### src/sv/debounced_buttons_long_press_top_macros.svh
// assertion macros shared by the debouncer rtl
// expects clk and arst_n in the scope of each use
`ifndef DEBOUNCED_BUTTONS_LONG_PRESS_TOP_MACROS_SVH
`define DEBOUNCED_BUTTONS_LONG_PRESS_TOP_MACROS_SVH

`ifndef ASSERT_OFF

// property must hold at every clock edge out of reset
`define DBLP_ASSERT(lbl, prop, msg) \
	lbl: assert property (@(posedge clk) disable iff (!arst_n) prop) else $error(msg);

// expression must never be true out of reset
`define DBLP_ASSERT_NEVER(lbl, expr, msg) \
	lbl: assert property (@(posedge clk) disable iff (!arst_n) !(expr)) else $error(msg);

`else

`define DBLP_ASSERT(lbl, prop, msg)
`define DBLP_ASSERT_NEVER(lbl, expr, msg)

`endif

`endif

### src/sv/dblp_pkg.sv
// types, event codes and register defaults for the button debouncer
// no dependencies
package dblp_pkg;

	localparam int LEVEL_INPUTS = 3;
	localparam int TIME_W       = 32;
	localparam int MS_W         = 16;
	localparam int CFG_IDX_W    = 8;

	typedef logic [TIME_W-1:0]    time_t;
	typedef logic [MS_W-1:0]      ms_t;
	typedef logic [CFG_IDX_W-1:0] cfg_idx_t;
	typedef logic [2:0]           evt_t;

	localparam evt_t EVT_NONE   = 3'd0;
	localparam evt_t EVT_A      = 3'd1;
	localparam evt_t EVT_C_LONG = 3'd6;
	localparam int   LONG_OFS   = 3;

	localparam cfg_idx_t REG_DEBOUNCE   = 8'd0;
	localparam cfg_idx_t REG_LONG_PRESS = 8'd1;

	localparam ms_t DEBOUNCE_RST   = 16'd20;
	localparam ms_t LONG_PRESS_RST = 16'd800;

	typedef struct packed {
		logic  raw;
		logic  stable;
		logic  long_rep;
		time_t chg_time;
		time_t press_time;
	} btn_state_t;

	typedef struct packed {
		btn_state_t nxt;
		logic       fire;      // release that reports a press
		logic       is_long;
		logic       hold_due;  // hold threshold met on the updated state
	} btn_out_t;

	function automatic evt_t code_for(input int unsigned btn, input logic is_long);
		int unsigned v;
		v = btn + 1 + (is_long ? LONG_OFS : 0);
		if (btn >= LEVEL_INPUTS)
			return EVT_NONE;
		return evt_t'(v);
	endfunction

endpackage

### src/sv/dblp_button.sv
// next-state logic of one debounced button: settle, press, release, hold check
// depends on dblp_pkg
module dblp_button (
	input  logic               level,
	input  dblp_pkg::time_t    now_ms,
	input  dblp_pkg::ms_t      debounce_ms,
	input  dblp_pkg::ms_t      long_press_ms,
	input  dblp_pkg::btn_state_t cur,
	output dblp_pkg::btn_out_t   res
);

	dblp_pkg::time_t chg_n;
	dblp_pkg::time_t since_chg;
	dblp_pkg::time_t held;
	dblp_pkg::time_t held_n;
	dblp_pkg::btn_state_t nxt;
	logic settle;
	logic fire;
	logic is_long;

	assign chg_n     = (level != cur.raw) ? now_ms : cur.chg_time;
	assign since_chg = now_ms - chg_n;
	assign held      = now_ms - cur.press_time;
	assign settle    = (cur.stable != level) &&
		!(since_chg < dblp_pkg::time_t'(debounce_ms));

	always_comb begin
		nxt          = cur;
		nxt.raw      = level;
		nxt.chg_time = chg_n;
		fire         = 1'b0;
		is_long      = 1'b0;
		if (settle) begin
			nxt.stable   = level;
			nxt.long_rep = 1'b0;
			if (level) begin
				nxt.press_time = now_ms;
			end else begin
				// release after a reported hold stays silent
				fire    = !cur.long_rep;
				is_long = !cur.long_rep && (held >= dblp_pkg::time_t'(long_press_ms));
			end
		end
	end

	assign held_n = now_ms - nxt.press_time;

	assign res.nxt      = nxt;
	assign res.fire     = fire;
	assign res.is_long  = is_long;
	assign res.hold_due = nxt.stable && !nxt.long_rep &&
		(held_n >= dblp_pkg::time_t'(long_press_ms));

endmodule

### src/sv/debounced_buttons_long_press_top.sv
// button debouncer with short and long press events, one event code per tick
// depends on dblp_pkg, dblp_button and the assertion macro header
//
//  channel | signals                            | direction
//  --------+------------------------------------+----------
//  tick    | tick_valid tick_stall now_ms level_* | in
//  evt     | evt_valid evt_stall event_code      | out
//  cfg     | cfg_valid cfg_ready cfg_index cfg_data | in
//
// a tick passes the input register, then all buttons are resolved in one pass
// into the event register and the button state.
// one tick per cycle sustained while events are not stalled; the input and event registers part the two sides.
// arst_n clears button state, the pipeline valids and loads the register defaults.
// a stalled event holds the event register and, once the input register is full,
// stalls the tick channel. cfg is always ready.
`include "debounced_buttons_long_press_top_macros.svh"

module debounced_buttons_long_press_top #(
	parameter int NUM_BUTTONS = 3
) (
	input  logic                     clk,
	input  logic                     arst_n,
	input  logic                     tick_valid,
	output logic                     tick_stall,
	input  dblp_pkg::time_t          now_ms,
	input  logic                     level_a,
	input  logic                     level_b,
	input  logic                     level_c,
	output logic                     evt_valid,
	input  logic                     evt_stall,
	output dblp_pkg::evt_t           event_code,
	input  logic                     cfg_valid,
	output logic                     cfg_ready,
	input  dblp_pkg::cfg_idx_t       cfg_index,
	input  dblp_pkg::ms_t            cfg_data
);

	dblp_pkg::ms_t        debounce_q;
	dblp_pkg::ms_t        long_press_q;
	logic                 valid_s1;
	dblp_pkg::time_t      now_s1;
	logic [2:0]           lvl_s1;
	logic                 evt_valid_q;
	dblp_pkg::evt_t       event_code_q;
	dblp_pkg::btn_state_t st_q   [NUM_BUTTONS];
	dblp_pkg::btn_state_t st_nxt [NUM_BUTTONS];
	dblp_pkg::btn_out_t   bo     [NUM_BUTTONS];
	dblp_pkg::evt_t       code_c;
	logic                 blocked;
	logic                 hold_found;
	logic                 advance;
	logic [NUM_BUTTONS-1:0] long_vec;
	logic [NUM_BUTTONS-1:0] stable_vec;

	assign cfg_ready  = 1'b1;
	assign advance    = !evt_valid_q || !evt_stall;
	assign tick_stall = valid_s1 && !advance;
	assign evt_valid  = evt_valid_q;
	assign event_code = event_code_q;

	always_ff @(posedge clk or negedge arst_n) begin
		if (!arst_n) begin
			debounce_q   <= dblp_pkg::DEBOUNCE_RST;
			long_press_q <= dblp_pkg::LONG_PRESS_RST;
		end else if (cfg_valid) begin
			case (cfg_index)
				dblp_pkg::REG_DEBOUNCE:   debounce_q   <= cfg_data;
				dblp_pkg::REG_LONG_PRESS: long_press_q <= cfg_data;
				default: ;
			endcase
		end
	end

	// input register
	always_ff @(posedge clk or negedge arst_n) begin
		if (!arst_n) begin
			valid_s1 <= 1'b0;
		end else if (!tick_stall) begin
			valid_s1 <= tick_valid;
		end
	end

	always_ff @(posedge clk) begin
		if (tick_valid && !tick_stall) begin
			now_s1 <= now_ms;
			lvl_s1 <= {level_c, level_b, level_a};
		end
	end

	genvar g;
	generate
		for (g = 0; g < NUM_BUTTONS; g++) begin : gen_btn
			logic lvl;
			// buttons past the wired inputs read released
			if (g < dblp_pkg::LEVEL_INPUTS) begin : gen_wired
				assign lvl = lvl_s1[g];
			end else begin : gen_open
				assign lvl = 1'b0;
			end

			dblp_button u_btn (
				.level         (lvl),
				.now_ms        (now_s1),
				.debounce_ms   (debounce_q),
				.long_press_ms (long_press_q),
				.cur           (st_q[g]),
				.res           (bo[g])
			);

			assign long_vec[g]   = st_q[g].long_rep;
			assign stable_vec[g] = st_q[g].stable;
		end
	endgenerate

	// first reporting button ends the tick; later buttons keep their state
	always_comb begin
		blocked    = 1'b0;
		hold_found = 1'b0;
		code_c     = dblp_pkg::EVT_NONE;
		for (int i = 0; i < NUM_BUTTONS; i++) begin
			st_nxt[i] = st_q[i];
			if (!blocked) begin
				st_nxt[i] = bo[i].nxt;
				if (bo[i].fire &&
				    dblp_pkg::code_for(i, bo[i].is_long) != dblp_pkg::EVT_NONE) begin
					blocked = 1'b1;
					code_c  = dblp_pkg::code_for(i, bo[i].is_long);
				end
			end
		end
		if (!blocked) begin
			for (int i = 0; i < NUM_BUTTONS; i++) begin
				if (!hold_found && bo[i].hold_due) begin
					hold_found          = 1'b1;
					st_nxt[i].long_rep  = 1'b1;
					code_c              = dblp_pkg::code_for(i, 1'b1);
				end
			end
		end
	end

	always_ff @(posedge clk or negedge arst_n) begin
		if (!arst_n) begin
			for (int i = 0; i < NUM_BUTTONS; i++) begin
				st_q[i] <= '0;
			end
		end else if (valid_s1 && advance) begin
			for (int i = 0; i < NUM_BUTTONS; i++) begin
				st_q[i] <= st_nxt[i];
			end
		end
	end

	// event register
	always_ff @(posedge clk or negedge arst_n) begin
		if (!arst_n) begin
			evt_valid_q <= 1'b0;
		end else if (advance) begin
			evt_valid_q <= valid_s1;
		end
	end

	always_ff @(posedge clk) begin
		if (advance && valid_s1) begin
			event_code_q <= code_c;
		end
	end

	// with a zero hold time a press reports its hold on the same tick
	`DBLP_ASSERT(a_code_range, evt_valid_q |-> (event_code_q <= dblp_pkg::EVT_C_LONG), "event code out of range")
	`DBLP_ASSERT_NEVER(a_long_needs_press, |(long_vec & ~stable_vec), "hold flag set on a released button")
	`DBLP_ASSERT(a_one_hold_per_tick, $onehot0(long_vec & ~$past(long_vec)), "more than one hold reported in a tick")
	`DBLP_ASSERT_NEVER(a_press_clears_hold, (long_press_q != '0) && |(stable_vec & ~$past(stable_vec) & long_vec), "new press kept a stale hold flag")

endmodule
### config.mk
export PLATFORM = sky130hd
export DESIGN_NAME = debounced_buttons_long_press_top
export DESIGN_NICKNAME = d
export VERILOG_FILES = /design/src/sv/dblp_pkg.sv /design/src/sv/dblp_button.sv /design/src/sv/debounced_buttons_long_press_top.sv
export VERILOG_INCLUDE_DIRS = /design/src /design/src/sv
export SDC_FILE = /design/constraint.sdc
export NUM_CORES = 1
export LEC_CHECK = 0
export BUFFER_PORTS_ARGS = -buffer_cell sky130_fd_sc_hd__buf_4
export CELL_PAD_IN_SITES_DETAIL_PLACEMENT = 1
export CELL_PAD_IN_SITES_GLOBAL_PLACEMENT = 2
export CORE_ASPECT_RATIO = 0.8
export CORE_UTILIZATION = 40
export DETAILED_ROUTE_END_ITERATION = 10
export GPL_ROUTABILITY_DRIVEN = 0
export PLACE_DENSITY_LB_ADDON = 0.1
export SLEW_MARGIN = 20
export SYNTH_ARGS = -nofsm -noshare
export SYNTH_HDL_FRONTEND = slang
export SYNTH_SLANG_ARGS = --single-unit
### constraint.sdc
create_clock -name clk -period 14.3 [get_ports clk]
set_clock_uncertainty 0.05 [all_clocks]
set_input_delay 1.43 -clock clk [delete_from_list [all_inputs] [get_ports clk]]
set_output_delay 1.43 -clock clk [all_outputs]
set_load 0.01 [all_outputs]
Word level (Yosys, flattened, before mapping)
Cells that the tools add are included.
Widths: inputs -> output; s select.
- register bits after elaboration: 273
- bits of input ports: 64
- output and inout bits: 6
- logic and storage cells: 149
- add/subtract/negate cells: 12
- $lt $le $gt $ge: 9
- equal/unequal tests: 7
- muxes and demuxes: 53
- bitwise gates (word level): 2
- reduce and logical (&&, ||, !) cells: 44
- operators with widths (operator ; count):
    $mux 32 ; 9
    $sub 32x32->32 ; 9
    $ge 32x16->1 ; 6
    $mux 65 ; 2
    $lt 32x16->1 ; 3
    $mux 1 ; 27
    $mux 3 ; 9
    $logic_and 1x1->1 ; 20
    $logic_not 1->1 ; 15
    $mux 2 ; 6
    $reduce_bool 3->1 ; 3
    $eq 8x1->1 const B ; 1
    $logic_not 8->1 ; 1
    $reduce_and 2->1 ; 4
    $add 2x2->3 const A ; 2
    $ne 1x1->1 ; 6
    $add 1x2->3 const A ; 1
    $not 1->1 ; 2
    $logic_or 1x1->1 ; 1

Depth between registers and ports, before layout
- depth in word-level cells: 23
- depth in mapped cells: 64
- mapped depth without buffers: 59

Modules after synthesis
A second synthesis with hierarchy kept.
- cells, all modules: 4470
- area total of the unflattened synthesis: 34166.5 µm²
- by module, submodules not included (module ; times used ; cells an instance ; area each (µm²)):
    debounced_buttons_long_press_top ; 1 ; 709 ; 10069.7
    dblp_button at gen_btn[2].u_btn ; 1 ; 1256 ; 8075.2
    dblp_button at gen_btn[0].u_btn ; 1 ; 1281 ; 8061.5
    dblp_button at gen_btn[1].u_btn ; 1 ; 1224 ; 7960.1

Worst setup path before layout
No wires, ideal clock.
- path kind: flip-flop to flip-flop
- start point: register lvl_s1[1]
- end point: register event_code_q[0] (netlist: event_code[0]) (data pin)
- setup time: 0.256 ns
- data arrival time: 11.102 ns
- path slack: 2.892 ns
- cell stages (with the launch flop): 59
- clock period less this slack: 11.408 ns
- cell sequence: edfxtp_1 > buf_4 > xnor2_1 > buf_2 > buf_1 > buf_1 > mux2i_1 > ha_1 > a31oi_1 > o21ai_0 > or2_2 > o21ai_2 > xnor2_1 > ha_1 > a221o_1 > a31oi_1 > o211ai_1 > nor4_1 > [23 not listed] > nand2b_1 > a21oi_1 > xnor2_1 > ha_1 > nor2b_1 > o21ai_0 > o21ai_0 > a211oi_1 > nand2_1 > nor4_1 > o2111ai_1 > a31oi_1 > o211ai_1 > a311oi_1 > nand4_1 > nor4_4 > o211ai_1 > o211a_1
- RTL lines (what ; RTL line ; text):
    start, declared ; debounced_buttons_long_press_top.sv:42 ; logic [2:0] lvl_s1;
    start signal, assigned ; debounced_buttons_long_press_top.sv:86 ; lvl_s1 <= {level_c, level_b, level_a};
    end signal, assigned ; debounced_buttons_long_press_top.sv:165 ; event_code_q <= code_c;
    end, declared ; debounced_buttons_long_press_top.sv:44 ; dblp_pkg::evt_t event_code_q;

==> results by group <==
Run status
  • Status: complete, but fails checks
  • Violated checks: DRC

Finish
  • ANT cells: 0
  • Final Util: 44.3%
  • Nets: 4347
  • Non-Filler Instances: 4937
  • Fill cells: roughly 9.3k
  • Share of cells above drive strength 1: 8.66%
  • Most common cell after layout, fill and taps aside: ha_1
  • Most frequent cells in the layout: ha_1 (392), nand2_1 (384), o21ai_0 (369)
  • Area Growth Syn to Fin: 9.74%

Synth
  • Synth Cell Area: around 31000 um2
  • Avg Cell Area, Syn: 8.04 um2
  • Synth Flop Type: dfrtp_1
  • Register area share after synthesis: 22.6%
  • Cells after Synth: 3868
  • Post-synth net total: about 4.3k
  • Netlist cell types: a little over 100
  • Post-synth ARST share: 86.1%
  • Yosys reg bits: 273
  • Synth warn: 0
  • EDFF count, synth: 38

Worst setup path
  • WS Path Type: reg -> reg
  • R2r setup slk: 1.34 ns
  • Most frequent CP cell: o21ai_0
  • Worst Path Max Fanout: 17
  • Beginning of the worst register-to-register path: now_s1[0]$_DFFE_PP_
  • Worst r2r dst: event_code[2]$_DFFE_PP_
  • Startpoint Class: flip-flop
  • CP Data Required Time: 14.57 ns
  • Setup crit end kind: flip-flop
  • Critical path arrival: approximately 13 ns
  • Max incr delay on CP: 0.87 ns
  • CP max-delay cell: a311oi_1
  • Register-to-Register Path Depth: 53

Clock network
  • CTS buffer count: 38
  • Cells resized by post-CTS repair: 0
  • Clock Latency Late Sink: 0.59 ns
  • # hold bufs at CTS: 0
  • CTS tree: yes
  • Htree depth: 2
  • CTS Sinks: around 270
  • Clock-pin slew of the registers on the worst-case setup and hold paths: approximately 0.060 ns
  • Clk buf depth: 3
  • CTS root buf: clkbuf_16
  • Post-CTS setup buffer count: 0

Timing
  • Final WS setup: 1.34 ns
  • Slew @ Worst Pin: 1.11 ns
  • Final max-slew violation count: 0
  • Final setup fails: 0
  • RSZ-0062 raised after global routing: false
  • Min Tclk post-route: between 10 and 15 ns
  • Fmax: 0.0771 GHz
  • Final Hold Fails: 0
  • Final Cycle Share: 90.7%
  • Slew Limit Headroom: about a quarter
  • Setup TNS: 0 ns

Power and ir drop
  • Pleak: approximately 15 nW
  • Worst IR drop on VDD: 0.000106 V
  • PD cells: 226 nW/um2

Routing
  • DRC: 1
  • Starting DRT DRC Count: between 2k and 2.5k
  • Post-route antenna net violation count: 0
  • Vias: 30.2k
  • Drt total wl: 123 mm
  • DR vias/cell: 6.12
  • Wire length per cell: roughly 25 um
  • Drt first pass iters: 8

Floorplanning
  • Initial Util: 40.4%
  • Row cnt: 91
  • Core area: 77000 um2
  • Die W: roughly 310 um
  • DIE HEIGHT: around 250 um
  • Die area: 78800 um2
  • IO Count: 70

Worst hold path
  • Min-Delay Path Class: reg -> reg
  • Hold Path Sink: st_q[129]$_DFFE_PN0P_
  • Min-Delay Path Depth: 2
  • Hold path startpoint: st_q[129]$_DFFE_PN0P_

Placement
  • Buffers added on ports: 68
  • Inst Count DP: 4867
  • DP Wirelength: 96.4 mm
  • Dpl ws: 1.49 ns

Global routing
  • Largest net degree at the start of global routing: between 100 and 150
  • First-pass GRT wire length: 189 mm
  • Initial antenna violation count: 5
  • Gr usage total: between 30 and 40%
  • Grt ovf: 0
  • Vias in the first global route: 31.3k

Job
  • Max-cap violations: 0
==> flip-flops by register name, indices dropped and copies added, names as in the netlist <==
signal,flops
now_s1,32
lvl_s1,3
st_q,198
event_code,3
long_press_q,16
valid_s1,1
debounce_q,16
long_vec,3
evt_valid,1
==> cell type report <==
| class | count | area, um2 | share of cell area [%] |
|---|---|---|---|
| clock buffer | 50 | 1080 | 3.16 |
| clock inverter | 20 | 265 | 0.778 |
| inverter | 244 | 916 | 2.68 |
| tap | 1023 | 1280 | 3.75 |
| timing repair buffer | 133 | 1010 | 2.96 |
| multi-input combinational | 3194 | 22500 | 66.1 |
| sequential | 273 | 7030 | 20.6 |
==> synthesized netlist by cell type (38+ instances only) <==
library cell | number | area [um2]
ha_1 | 392 | 4900
nand2_1 | 385 | 1450
o21ai_0 | 369 | 1850
a21oi_1 | 287 | 1440
nor2_1 | 251 | 942
inv_1 | 235 | 882
dfrtp_1 | 230 | 5760
mux2i_1 | 135 | 1350
a21o_1 | 134 | 1010
xnor2_1 | 115 | 1010
clkbuf_1 | 98 | 368
nor3_1 | 86 | 430
nand2b_1 | 81 | 507
nand3_1 | 80 | 400
mux2_2 | 76 | 856
xor2_1 | 73 | 639
nor2b_1 | 65 | 407
a211oi_1 | 40 | 300
o21a_1 | 39 | 293
edfxtp_1 | 38 | 1140
o211ai_1 | 38 | 285
==> worst max-delay path, delay by kind of cell, from the launching register on <==
family	cells	cell delay (ns)
simple gates	12	2.33
flops	1	0.37
buf+inv	2	0.58
fa+ha+maj	5	1.36
xor+xnor	2	0.33
compound gates	32	7.66
==> worst max-delay path by stage <==
stage                     slack, ns                start  depth (start not counted)                      end
after global placement         2.11  now_s1[0]$_DFFE_PP_                         54  event_code[2]$_DFFE_PP_
after floorplan                2.89  lvl_s1[1]$_DFFE_PP_                         58  event_code[0]$_DFFE_PP_
final                          1.34  now_s1[0]$_DFFE_PP_                         53  event_code[2]$_DFFE_PP_
after detailed placement       1.49  lvl_s1[0]$_DFFE_PP_                         53  event_code[2]$_DFFE_PP_
after global routing           0.38  now_s1[0]$_DFFE_PP_                         57  event_code[0]$_DFFE_PP_
after CTS                      1.45  now_s1[0]$_DFFE_PP_                         53  event_code[2]$_DFFE_PP_
==> per-stage QoR <==
step / total power, mW / area [um2] / hold WS, ns
2_1_floorplan: 5.07 / 31100 / 0.399
3_3_place_gp: 6.35 / 32800 / 0.413
3_5_place_dp: 6.56 / 32800 / 0.424
4_1_cts: 7.66 / 34100 / 0.437
5_1_grt: 8.36 / 34100 / 0.455
6_report: 7.70 / 34100 / 0.433
==> where the power goes <==
part           switching (mW)  internal [mW]  leakage (nW)
Clock                   0.420          0.625         0.649
Sequential              0.238           1.05          3.23
Combinational            3.24           2.12          11.4
Total                    3.90           3.80          15.3
==> layer usage <==
layer | up-vias | track usage, % | share of wire [%]
li1 | 14200 | - | -
met1 | 15100 | 42.8 | 47
met2 | 707 | 49.9 | 45
met3 | 210 | 3.46 | 4.7
met4 | 2 | 10.5 | 3.5
met5 | - | 0 | 0.011
==> kinds of logic after synthesis <==
| kind of cell | after synthesis | synth area share (%) |
|---|---|---|
| xor gates and xnor gates | 190 | 5.40 |
| DFF | 273 | 22.6 |
| other | 1 | 0.0121 |
| adders and majority gates | 421 | 16.9 |
| buffers and inverters | 401 | 5.10 |
| and+or+nand+nor | 1152 | 17.8 |
| AOI/OAI and AO/OA | 1219 | 25.1 |
| muxes | 211 | 7.10 |
Note: power is estimated with default switching activity, not from simulation.
